File: src/hdl/rgbycc_pkg.sv
// Shared types, constants and helpers for the RGB to YCbCr replicating scaler.
// No dependencies; imported by every module of the block.
`default_nettype none

package rgbycc_pkg;

  // fixed widths taken from the register and field definitions
  localparam int SCALE_W = 5;
  localparam int DIM_W   = 12;
  localparam int PITCH_W = 16;
  localparam int ADDR_W  = 26;
  localparam int PIX_W   = 8;
  localparam int ROW_W   = 11;
  localparam int ROW_LIMIT = 2048;

  // Q10 accumulator, signed, wide enough for every sum
  localparam int SUM_W = 20;

  // APB register map
  localparam int PADDR_W = 5;
  localparam int PDATA_W = 32;
  localparam int REG_IDX_W = 3;

  typedef enum logic [REG_IDX_W-1:0] {
    REG_HSCALE  = 3'd0,
    REG_VSCALE  = 3'd1,
    REG_S420    = 3'd2,
    REG_WIDTH   = 3'd3,
    REG_HEIGHT  = 3'd4,
    REG_LPITCH  = 3'd5,
    REG_CPITCH  = 3'd6
  } reg_idx_t;

  // BT.601 studio range, coefficients round(c*1024)
  localparam logic signed [SUM_W-1:0] Y_R   = 20'sd263;
  localparam logic signed [SUM_W-1:0] Y_G   = 20'sd516;
  localparam logic signed [SUM_W-1:0] Y_B   = 20'sd100;
  localparam logic signed [SUM_W-1:0] Y_OFF = 20'sd16384;
  localparam logic signed [SUM_W-1:0] CB_R  = -20'sd152;
  localparam logic signed [SUM_W-1:0] CB_G  = -20'sd298;
  localparam logic signed [SUM_W-1:0] CB_B  = 20'sd450;
  localparam logic signed [SUM_W-1:0] C_OFF = 20'sd131072;
  localparam logic signed [SUM_W-1:0] CR_R  = 20'sd450;
  localparam logic signed [SUM_W-1:0] CR_G  = -20'sd377;
  localparam logic signed [SUM_W-1:0] CR_B  = -20'sd73;

  // configuration register file contents
  typedef struct packed {
    logic [SCALE_W-1:0] hscale;
    logic [SCALE_W-1:0] vscale;
    logic               s420;
    logic [DIM_W-1:0]   width;
    logic [DIM_W-1:0]   height;
    logic [PITCH_W-1:0] lpitch;
    logic [PITCH_W-1:0] cpitch;
  } cfg_t;

  // one classified pixel waiting for row replication
  typedef struct packed {
    logic [PIX_W-1:0]   y;
    logic [PIX_W-1:0]   cb;
    logic [PIX_W-1:0]   cr;
    logic [ADDR_W-1:0]  lbase;
    logic [ADDR_W-1:0]  cbase;
    logic [PITCH_W-1:0] lpitch;
    logic [PITCH_W-1:0] cpitch;
    logic [SCALE_W-1:0] vs;
    logic [SCALE_W-1:0] crow;
    logic [SCALE_W-1:0] chs;
  } entry_t;

  // negative -> 0, floor by 1024, saturate at 255
  function automatic logic [PIX_W-1:0] q10_to_byte(input logic signed [SUM_W-1:0] s);
    logic [PIX_W-1:0] res;
    if (s[SUM_W-1]) begin
      res = '0;
    end else if (|s[SUM_W-2:18]) begin
      res = '1;
    end else begin
      res = s[17:10];
    end
    return res;
  endfunction

endpackage

`default_nettype wire

File: src/hdl/rgbycc_front.sv
// Front end: accepts pixels, forms Q10 color sums, tracks raster position and
// computes the luma/chroma base addresses. Depends on rgbycc_pkg.
`default_nettype none

module rgbycc_front #(
  parameter int MAX_SCALE = 16,
  parameter int MAX_WIDTH = 2048
) (
  input  wire logic                clk,
  input  wire logic                rst,
  input  wire rgbycc_pkg::cfg_t    cfg,
  input  wire logic [7:0]          red,
  input  wire logic [7:0]          green,
  input  wire logic [7:0]          blue,
  input  wire logic                pixel_valid,
  output logic                     pixel_ready,
  output rgbycc_pkg::entry_t       entry,
  output logic                     entry_valid,
  input  wire logic                entry_ready
);
  import rgbycc_pkg::*;

  localparam int COL_W  = $clog2(MAX_WIDTH);
  localparam int WCMP_W = (COL_W + 1 > DIM_W) ? COL_W + 1 : DIM_W;
  localparam int RV_W   = ROW_W + SCALE_W;
  localparam int CH_W   = COL_W + SCALE_W;
  localparam int PROD_W = RV_W + PITCH_W;

  // raster position
  logic [COL_W-1:0] col;
  logic [ROW_W-1:0] row;

  // effective settings
  logic [SCALE_W-1:0] hs, vs, chs, cvs, crow;
  logic [WCMP_W-1:0]  eff_w, col_inc;
  logic [DIM_W-1:0]   eff_h, row_inc;
  logic               accept;

  // stage 1 registers
  logic                     s1_valid;
  logic signed [SUM_W-1:0]  y_sum, cb_sum, cr_sum;
  logic [RV_W-1:0]          rowvs, rowcr;
  logic [CH_W-1:0]          colh, colc;
  logic [PITCH_W-1:0]       lp, cp;
  logic [SCALE_W-1:0]       s1_vs, s1_crow, s1_chs;

  // stage 2 products
  logic [PROD_W-1:0] lprod, cprod;
  logic signed [SUM_W-1:0] r_s, g_s, b_s;

  // scale and dimension clamping
  always_comb begin
    if (cfg.hscale == '0) begin
      hs = SCALE_W'(1);
    end else if (int'(cfg.hscale) > MAX_SCALE) begin
      hs = SCALE_W'(MAX_SCALE);
    end else begin
      hs = cfg.hscale;
    end
    if (cfg.vscale == '0) begin
      vs = SCALE_W'(1);
    end else if (int'(cfg.vscale) > MAX_SCALE) begin
      vs = SCALE_W'(MAX_SCALE);
    end else begin
      vs = cfg.vscale;
    end
    chs  = cfg.s420 ? (hs >> 1) : hs;
    cvs  = cfg.s420 ? (vs >> 1) : vs;
    crow = (cvs == '0) ? SCALE_W'(1) : cvs;

    if (cfg.width == '0) begin
      eff_w = WCMP_W'(1);
    end else if (int'(cfg.width) > MAX_WIDTH) begin
      eff_w = WCMP_W'(MAX_WIDTH);
    end else begin
      eff_w = WCMP_W'(cfg.width);
    end
    if (cfg.height == '0) begin
      eff_h = DIM_W'(1);
    end else if (int'(cfg.height) > ROW_LIMIT) begin
      eff_h = DIM_W'(ROW_LIMIT);
    end else begin
      eff_h = cfg.height;
    end
    col_inc = WCMP_W'(col) + WCMP_W'(1);
    row_inc = DIM_W'(row) + DIM_W'(1);
  end

  assign pixel_ready = !s1_valid || entry_ready;
  assign accept      = pixel_valid && pixel_ready;

  assign r_s = $signed({{(SUM_W-PIX_W){1'b0}}, red});
  assign g_s = $signed({{(SUM_W-PIX_W){1'b0}}, green});
  assign b_s = $signed({{(SUM_W-PIX_W){1'b0}}, blue});

  // control: stage valid and raster counters
  always_ff @(posedge clk) begin
    if (rst) begin
      s1_valid <= 1'b0;
      col      <= '0;
      row      <= '0;
    end else begin
      if (pixel_ready) s1_valid <= pixel_valid;
      if (accept) begin
        if (col_inc >= eff_w) begin
          col <= '0;
          row <= (row_inc >= eff_h) ? '0 : row_inc[ROW_W-1:0];
        end else begin
          col <= col_inc[COL_W-1:0];
        end
      end
    end
  end

  // stage 1 payload: color sums and first-level products
  always_ff @(posedge clk) begin
    if (accept) begin
      y_sum   <= Y_R * r_s + Y_G * g_s + Y_B * b_s + Y_OFF;
      cb_sum  <= CB_R * r_s + CB_G * g_s + CB_B * b_s + C_OFF;
      cr_sum  <= CR_R * r_s + CR_G * g_s + CR_B * b_s + C_OFF;
      rowvs   <= RV_W'(row) * RV_W'(vs);
      rowcr   <= RV_W'(row) * RV_W'(crow);
      colh    <= CH_W'(col) * CH_W'(hs);
      colc    <= CH_W'(col) * CH_W'(chs);
      lp      <= cfg.lpitch;
      cp      <= cfg.cpitch;
      s1_vs   <= vs;
      s1_crow <= crow;
      s1_chs  <= chs;
    end
  end

  // stage 2: row offset times pitch, plus column offset
  assign lprod = PROD_W'(rowvs) * PROD_W'(lp);
  assign cprod = PROD_W'(rowcr) * PROD_W'(cp);

  always_comb begin
    entry.y      = q10_to_byte(y_sum);
    entry.cb     = q10_to_byte(cb_sum);
    entry.cr     = q10_to_byte(cr_sum);
    entry.lbase  = lprod[ADDR_W-1:0] + ADDR_W'(colh);
    entry.cbase  = cprod[ADDR_W-1:0] + ADDR_W'(colc);
    entry.lpitch = lp;
    entry.cpitch = cp;
    entry.vs     = s1_vs;
    entry.crow   = s1_crow;
    entry.chs    = s1_chs;
  end

  assign entry_valid = s1_valid;

endmodule

`default_nettype wire

File: src/hdl/rgbycc_queue.sv
// Short FIFO of classified pixels between front and back end.
// Depends on rgbycc_pkg for the entry type.
`default_nettype none

module rgbycc_queue #(
  parameter int DEPTH = 2
) (
  input  wire logic                clk,
  input  wire logic                rst,
  input  wire rgbycc_pkg::entry_t  in_data,
  input  wire logic                in_valid,
  output logic                     in_ready,
  output rgbycc_pkg::entry_t       out_data,
  output logic                     out_valid,
  input  wire logic                out_ready
);
  import rgbycc_pkg::*;

  localparam int PTR_W = (DEPTH > 1) ? $clog2(DEPTH) : 1;
  localparam int CNT_W = $clog2(DEPTH + 1);

  entry_t            slots [DEPTH];
  logic [PTR_W-1:0]  wr_ptr, rd_ptr;
  logic [CNT_W-1:0]  count;
  logic              push, pop;

  assign in_ready  = (count != CNT_W'(DEPTH));
  assign out_valid = (count != '0);
  assign push      = in_valid && in_ready;
  assign pop       = out_valid && out_ready;
  assign out_data  = slots[rd_ptr];

  // pointers and fill level
  always_ff @(posedge clk) begin
    if (rst) begin
      wr_ptr <= '0;
      rd_ptr <= '0;
      count  <= '0;
    end else begin
      if (push) wr_ptr <= (wr_ptr == PTR_W'(DEPTH - 1)) ? '0 : wr_ptr + PTR_W'(1);
      if (pop)  rd_ptr <= (rd_ptr == PTR_W'(DEPTH - 1)) ? '0 : rd_ptr + PTR_W'(1);
      if (push && !pop) begin
        count <= count + CNT_W'(1);
      end else if (pop && !push) begin
        count <= count - CNT_W'(1);
      end
    end
  end

  // storage
  always_ff @(posedge clk) begin
    if (push) slots[wr_ptr] <= in_data;
  end

endmodule

`default_nettype wire

File: src/hdl/rgbycc_back.sv
// Back end: replicates each pixel over its luma rows, stepping the plane
// addresses by the pitches, into a registered result word. Depends on rgbycc_pkg.
`default_nettype none

module rgbycc_back (
  input  wire logic                clk,
  input  wire logic                rst,
  input  wire rgbycc_pkg::entry_t  entry,
  input  wire logic                entry_valid,
  output logic                     entry_ready,
  output logic                     result_valid,
  input  wire logic                result_ready,
  output logic [7:0]               luma_value,
  output logic [7:0]               blue_diff_value,
  output logic [7:0]               red_diff_value,
  output logic [25:0]              luma_address,
  output logic [25:0]              chroma_address,
  output logic [4:0]               chroma_run,
  output logic                     chroma_valid,
  output logic                     last_of_pixel
);
  import rgbycc_pkg::*;

  entry_t             cur;
  logic               active;
  logic [SCALE_W-1:0] k;
  logic [ADDR_W-1:0]  la, ca;
  logic               out_free, step, last_row, last_step, load, cv;

  assign out_free    = !result_valid || result_ready;
  assign step        = active && out_free;
  assign last_row    = (k == cur.vs - SCALE_W'(1));
  assign last_step   = step && last_row;
  assign entry_ready = !active || last_step;
  assign load        = entry_ready && entry_valid;
  assign cv          = (k < cur.crow);

  // control: busy flag and output word valid
  always_ff @(posedge clk) begin
    if (rst) begin
      active       <= 1'b0;
      result_valid <= 1'b0;
    end else begin
      if (load) begin
        active <= 1'b1;
      end else if (last_step) begin
        active <= 1'b0;
      end
      if (step) begin
        result_valid <= 1'b1;
      end else if (result_ready) begin
        result_valid <= 1'b0;
      end
    end
  end

  // row iteration and address stepping
  always_ff @(posedge clk) begin
    if (load) begin
      cur <= entry;
      k   <= '0;
      la  <= entry.lbase;
      ca  <= entry.cbase;
    end else if (step) begin
      k  <= k + SCALE_W'(1);
      la <= la + ADDR_W'(cur.lpitch);
      ca <= ca + ADDR_W'(cur.cpitch);
    end
  end

  // result word
  always_ff @(posedge clk) begin
    if (step) begin
      luma_value      <= cur.y;
      blue_diff_value <= cur.cb;
      red_diff_value  <= cur.cr;
      luma_address    <= la;
      chroma_address  <= cv ? ca : '0;
      chroma_run      <= cv ? cur.chs : '0;
      chroma_valid    <= cv;
      last_of_pixel   <= last_row;
    end
  end

endmodule

`default_nettype wire

File: src/hdl/rgb_to_ycbcr_replicating_scaler.sv
// RGB888 to BT.601 YCbCr with integer row replication. Throughput: one result
// word per cycle while result_ready is held high, so a pixel occupies the back
// end for its effective vertical scale (1..MAX_SCALE) result words; the
// row-replication counter in the back end sets this figure.
// Synchronous reset clears registers to defaults, counters to zero, pipe empty.
`default_nettype none

module rgb_to_ycbcr_replicating_scaler #(
  parameter int MAX_SCALE = 16,
  parameter int MAX_WIDTH = 2048
) (
  input  wire logic        clk,
  input  wire logic        rst,
  // APB configuration port
  input  wire logic        psel,
  input  wire logic        penable,
  input  wire logic        pwrite,
  input  wire logic [4:0]  paddr,
  input  wire logic [31:0] pwdata,
  output logic [31:0]      prdata,
  output logic             pready,
  // pixel channel
  input  wire logic        pixel_valid,
  output logic             pixel_ready,
  input  wire logic [7:0]  red,
  input  wire logic [7:0]  green,
  input  wire logic [7:0]  blue,
  // result channel
  output logic             result_valid,
  input  wire logic        result_ready,
  output logic [7:0]       luma_value,
  output logic [7:0]       blue_diff_value,
  output logic [7:0]       red_diff_value,
  output logic [25:0]      luma_address,
  output logic [25:0]      chroma_address,
  output logic [4:0]       chroma_run,
  output logic             chroma_valid,
  output logic             last_of_pixel
);
  import rgbycc_pkg::*;

  cfg_t     cfg;
  reg_idx_t idx;
  logic     wr_en;
  entry_t   f_entry, q_entry;
  logic     f_valid, f_ready, q_valid, q_ready;

  assign pready = 1'b1;
  assign idx    = reg_idx_t'(paddr[PADDR_W-1:2]);
  assign wr_en  = psel && penable && pwrite && pready;

  // register writes
  always_ff @(posedge clk) begin
    if (rst) begin
      cfg.hscale <= SCALE_W'(1);
      cfg.vscale <= SCALE_W'(1);
      cfg.s420   <= 1'b0;
      cfg.width  <= DIM_W'(640);
      cfg.height <= DIM_W'(480);
      cfg.lpitch <= PITCH_W'(640);
      cfg.cpitch <= PITCH_W'(640);
    end else if (wr_en) begin
      unique case (idx)
        REG_HSCALE: cfg.hscale <= pwdata[SCALE_W-1:0];
        REG_VSCALE: cfg.vscale <= pwdata[SCALE_W-1:0];
        REG_S420:   cfg.s420   <= pwdata[0];
        REG_WIDTH:  cfg.width  <= pwdata[DIM_W-1:0];
        REG_HEIGHT: cfg.height <= pwdata[DIM_W-1:0];
        REG_LPITCH: cfg.lpitch <= pwdata[PITCH_W-1:0];
        REG_CPITCH: cfg.cpitch <= pwdata[PITCH_W-1:0];
        default: ;
      endcase
    end
  end

  // register reads
  always_comb begin
    unique case (idx)
      REG_HSCALE: prdata = PDATA_W'(cfg.hscale);
      REG_VSCALE: prdata = PDATA_W'(cfg.vscale);
      REG_S420:   prdata = PDATA_W'(cfg.s420);
      REG_WIDTH:  prdata = PDATA_W'(cfg.width);
      REG_HEIGHT: prdata = PDATA_W'(cfg.height);
      REG_LPITCH: prdata = PDATA_W'(cfg.lpitch);
      REG_CPITCH: prdata = PDATA_W'(cfg.cpitch);
      default:    prdata = '0;
    endcase
  end

  rgbycc_front #(
    .MAX_SCALE (MAX_SCALE),
    .MAX_WIDTH (MAX_WIDTH)
  ) u_front (
    .clk         (clk),
    .rst         (rst),
    .cfg         (cfg),
    .red         (red),
    .green       (green),
    .blue        (blue),
    .pixel_valid (pixel_valid),
    .pixel_ready (pixel_ready),
    .entry       (f_entry),
    .entry_valid (f_valid),
    .entry_ready (f_ready)
  );

  rgbycc_queue #(
    .DEPTH (2)
  ) u_queue (
    .clk       (clk),
    .rst       (rst),
    .in_data   (f_entry),
    .in_valid  (f_valid),
    .in_ready  (f_ready),
    .out_data  (q_entry),
    .out_valid (q_valid),
    .out_ready (q_ready)
  );

  rgbycc_back u_back (
    .clk             (clk),
    .rst             (rst),
    .entry           (q_entry),
    .entry_valid     (q_valid),
    .entry_ready     (q_ready),
    .result_valid    (result_valid),
    .result_ready    (result_ready),
    .luma_value      (luma_value),
    .blue_diff_value (blue_diff_value),
    .red_diff_value  (red_diff_value),
    .luma_address    (luma_address),
    .chroma_address  (chroma_address),
    .chroma_run      (chroma_run),
    .chroma_valid    (chroma_valid),
    .last_of_pixel   (last_of_pixel)
  );

  // non-chroma rows carry zero chroma address and run
  a_no_chroma_zero: assert property (@(posedge clk) disable iff (rst)
    result_valid && !chroma_valid |-> chroma_run == '0 && chroma_address == '0)
    else $error("chroma fields set on a luma-only row");

  // a taken row that is not the pixel's last is followed at once by the next row
  a_rows_contiguous: assert property (@(posedge clk) disable iff (rst)
    result_valid && result_ready && !last_of_pixel |=> result_valid)
    else $error("gap inside a pixel's replicated rows");

  // reset leaves the result channel empty
  a_reset_empty: assert property (@(posedge clk) $past(rst) |-> !result_valid)
    else $error("result word present after reset");

endmodule

`default_nettype wire

File: config.mk
export PLATFORM = sky130hd
export DESIGN_NAME = rgb_to_ycbcr_replicating_scaler
export DESIGN_NICKNAME = d
export VERILOG_FILES = /design/src/hdl/rgbycc_pkg.sv /design/src/hdl/rgbycc_front.sv /design/src/hdl/rgbycc_queue.sv /design/src/hdl/rgbycc_back.sv /design/src/hdl/rgb_to_ycbcr_replicating_scaler.sv
export SDC_FILE = /design/constraint.sdc
export NUM_CORES = 2
export LEC_CHECK = 0
export BUFFER_PORTS_ARGS = -buffer_cell sky130_fd_sc_hd__buf_2
export CORE_ASPECT_RATIO = 1.5
export CORE_UTILIZATION = 52
export DETAILED_ROUTE_END_ITERATION = 8
export PLACE_DENSITY = 0.77
export SETUP_SLACK_MARGIN = 0.2
export SLEW_MARGIN = 20
export SYNTH_ARGS = -nofsm -noshare
export SYNTH_HDL_FRONTEND = slang
export SYNTH_HIERARCHICAL = 1
export SYNTH_SLANG_ARGS = --single-unit
File: constraint.sdc
create_clock -name clk -period 8.56 [get_ports clk]
set_input_delay 0.428 -clock clk [delete_from_list [all_inputs] [get_ports clk]]
set_output_delay 0.428 -clock clk [all_outputs]
set_load 0.1 [all_outputs]
==> implementation parameters <==
Parameter                              Value

STA
  Number of failing setup endpoints in the final timing report    0
  Worst slew margin relative to its limit    27.3%
  Tightest hold margin    41.3 ps
  Setup repair after global routing missed its margin    false
  Fin Clk Skew    40.7 ps
  Post-route clock period utilization    80.5%
  Final count of pins violating max slew    0
  Total negative slack for setup checks    0 ps
  Number of failing hold endpoints at the final stage    0
  Highest attainable clock frequency    0.145 GHz
  Min Clock Period, post-route    6890 ps
  Transition at the pin with the smallest max-transition slack    1090 ps

Global route
  Number of global-route vias before repair    44248
  Wire length of the first global-routing pass    226000 um
  Total congestion overflow after global routing    0
  Maximum number of pins on one net before global-route repair    101
  Number of antenna violations at the first check in global routing    12
  All-layer global routing usage    23.7%

Power and ir drop
  Total internal power    13.9 mW
  Clock share of power    12.1%
  Worst ir drop on vdd    0.645 mV
  Combinational Power Share    63.2%
  Share of power burned in registers    24.6%
  Switching share of power    45.3%
  LEAKAGE    30.9 nW
  PD cells    378 nW/um2
  Power dissipated by switching net loads    11.5 mW

Placement
  Number of port buffers    150
  Routability cong.    0.945
  Detailed placement HPWL    111000 um

Finish
  FILL cells    9888
  Number of nets in the finished design    7307
  Area growth, synth to finish    6.98%
  Final Core Density    56.2%
  Leading cell type in the layout, fill and taps excluded    inv_1
  Share of layout cells above drive strength 1    7.79%
  Most used cells in the layout excluding fill and tap cells    inv_1, fa_1, ha_1

Logic synthesis
  Leading area contributor after synthesis    edfxtp_1
  Largest cells by area after synthesis    edfxtp_1, fa_1, ha_1
  Synthesized area per cell    10.7 um2
  Async SR Flop Fraction    0%
  Post-synth EDFFs    593
  Warnings from Yosys    6
  Synth Cell Area    62700 um2
  Post-synthesis sequential area ratio    31.7%
  Prevailing post-synth register cell    edfxtp_1
  Number of synthesized register bits    695
  Number of cells produced by synthesis    5844
  Post-synth top area share    28.4%
  Unique cell type count in the Yosys netlist    97

Detailed routing
  Detailed router's first-iteration violation count    2332
  Per-cell via count in the routed design    5.47
  DRC    0
  Number of detailed-routing iterations run before antenna repair    5
  Top layer in use    met5
  Total routed wire length on the met1 layer    51700 um
  Routed length on met2    74200 um
  Mean routed wirelength per cell    18.9 um
  Met3 wirelength from detailed routing    7150 um
  Total Routed Length    142000 um
  Routed vias    41162
  Antenna Nets Post-Route    0

Floorplan
  Row count    155
  Number of ports placed on the die boundary    186
  Vertical die dimension    427 um
  Placeable core area    119000 um2
  Starting density of the core    52.5%
  Width of the chip    285 um
  Die area    122000 um2

CTS
  Later-pin clock latency in the skew report    680 ps
  TritonCTS clock tree    done
  CTS H-tree lvls    3
  Setup Fix Bufs, Post-CTS    0
  Clock-pin slew on the worst setup and hold paths    60 ps
  Buffer type at the clock tree root    clkbuf_16
  Sink count of the clock tree    695
  Num CTS Buffers    68
  Max Root-Sink Buffers    3
  Number of gates given a new drive strength after cts    0

Hold path
  Worst hold path stage count    3
  Class of the worst hold path    primary input to register

Setup path
  Critical Path Start Type    register
  Maximum net fanout on the critical path    18
  Critical path endpoint category    register
  Depth of the most critical reg-to-reg path    19
  Data arrival time at the worst-slack endpoint    7300 ps
  Critical path type    register to register
  Worst Path Required    8960 ps
  Register-to-register setup slack    1670 ps

Run status
  Result of the run    complete, no violations

Job
  Max-cap violation count    0
## critical path: stages, from the launching register on
cell and delay, ps:
edfxtp_1 860, nand2_1 170, fa_1 550, fa_1 520, fa_1 510, inv_1 50
fa_1 480, fa_1 490, inv_1 50, fa_1 470, inv_1 40, ha_1 340
a21oi_1 210, o221ai_1 230, a2111oi_0 630, a211oi_1 250, nor3_1 330, o41ai_1 120
a21oi_1 210, xnor2_1 100
## Yosys cell counts (all sizes together) (36+ instances only)
master,number
nor2b,36
mux2i,72
nand3,83
clkbuf,147
o21ai,112
mux2,137
nand2b,85
xor2,71
and2,368
fa,694
buf,59
ha,644
xnor2,181
nor3,51
a21oi,185
dfxtp,102
nor2,222
a21o,53
edfxtp,593
nand2,524
inv,1081
## routing by layer
| metal | GRT usage [%] | up-vias |
|---|---|---|
| li1 | - | 19020 |
| met1 | 25.5 | 20522 |
| met2 | 43.9 | 1210 |
| met3 | 3.27 | 400 |
| met4 | 14.4 | 10 |
| met5 | 0 | - |
## per-stage QoR
step | power, mW | setup WS (ps) | std cells | area, um2
6_report | 25.4 | 1670 | 7529 | 67000
5_1_grt | 27.5 | 1190 | 7528 | 67000
4_1_cts | 25.4 | 1720 | 7524 | 67000
3_5_place_dp | 22.2 | 1620 | 7394 | 64700
3_3_place_gp | 21.7 | 1630 | 7394 | 64700
2_1_floorplan | 18.6 | 2490 | 5859 | 62700
## what timing repair did
item	CTS	global route
hold endpoints to repair	7	0
setup endpoints to repair	0	0
hold buffers	7	0
## sequential cells by signal, indices dropped and copies added (netlist names), 26 cells and up, named ones only
register,cells
u_queue/slots,246
u_back/cur,71
cfg,67
u_back/ca,26
u_back/chroma_address,26
u_back/la,26
u_back/luma_address,26
## power by group through the flow
stage               registers [mW]  clock network, mW  logic [mW]
floorplan                     6.96                  0        11.6
global placement              6.29                  0        15.4
detailed placement            6.32                  0        15.9
CTS                           6.26               3.14        16.0
global route                  6.33               3.26        17.9
finish                        6.25               3.07        16.0
## cells by family after synthesis
group	Yosys count	share of synthesized area (%)
and+or+nand+nor	1485	11.7
buffers and inverters	1287	8.03
xor gates and xnor gates	252	3.52
other	2	0.0120
DFF	695	31.7
AOI/OAI and AO/OA	576	5.98
adders and majority gates	1338	35.0
muxes	209	4.03
## final timing paths
kind | startpoint | to
worst min-delay path | pwdata[1] | cfg[17]$_SDFFE_PP0P_
worst min register to register | u_back/cur[107]$_DFFE_PP_ | u_back/blue_diff_value[0]$_DFFE_PP_
worst max register to register | u_front/cp[1]$_DFFE_PP_ | u_queue/slots[1][71]$_DFFE_PP_
worst max-delay path | u_front/cp[1]$_DFFE_PP_ | u_queue/slots[1][71]$_DFFE_PP_
## final cells by class
cell class	instances	area (um2)	share of cell area, %
clock inverters	41	443	0.661
multi-input cells	3877	37900	56.5
well taps	1570	1960	2.93
diodes	5	12.5	0.0187
flip-flops and latches	695	19900	29.6
repair buffers	178	982	1.47
clock buffers	82	1850	2.76
inverters	1081	4070	6.07
Power figures use the tool's default switching activity.
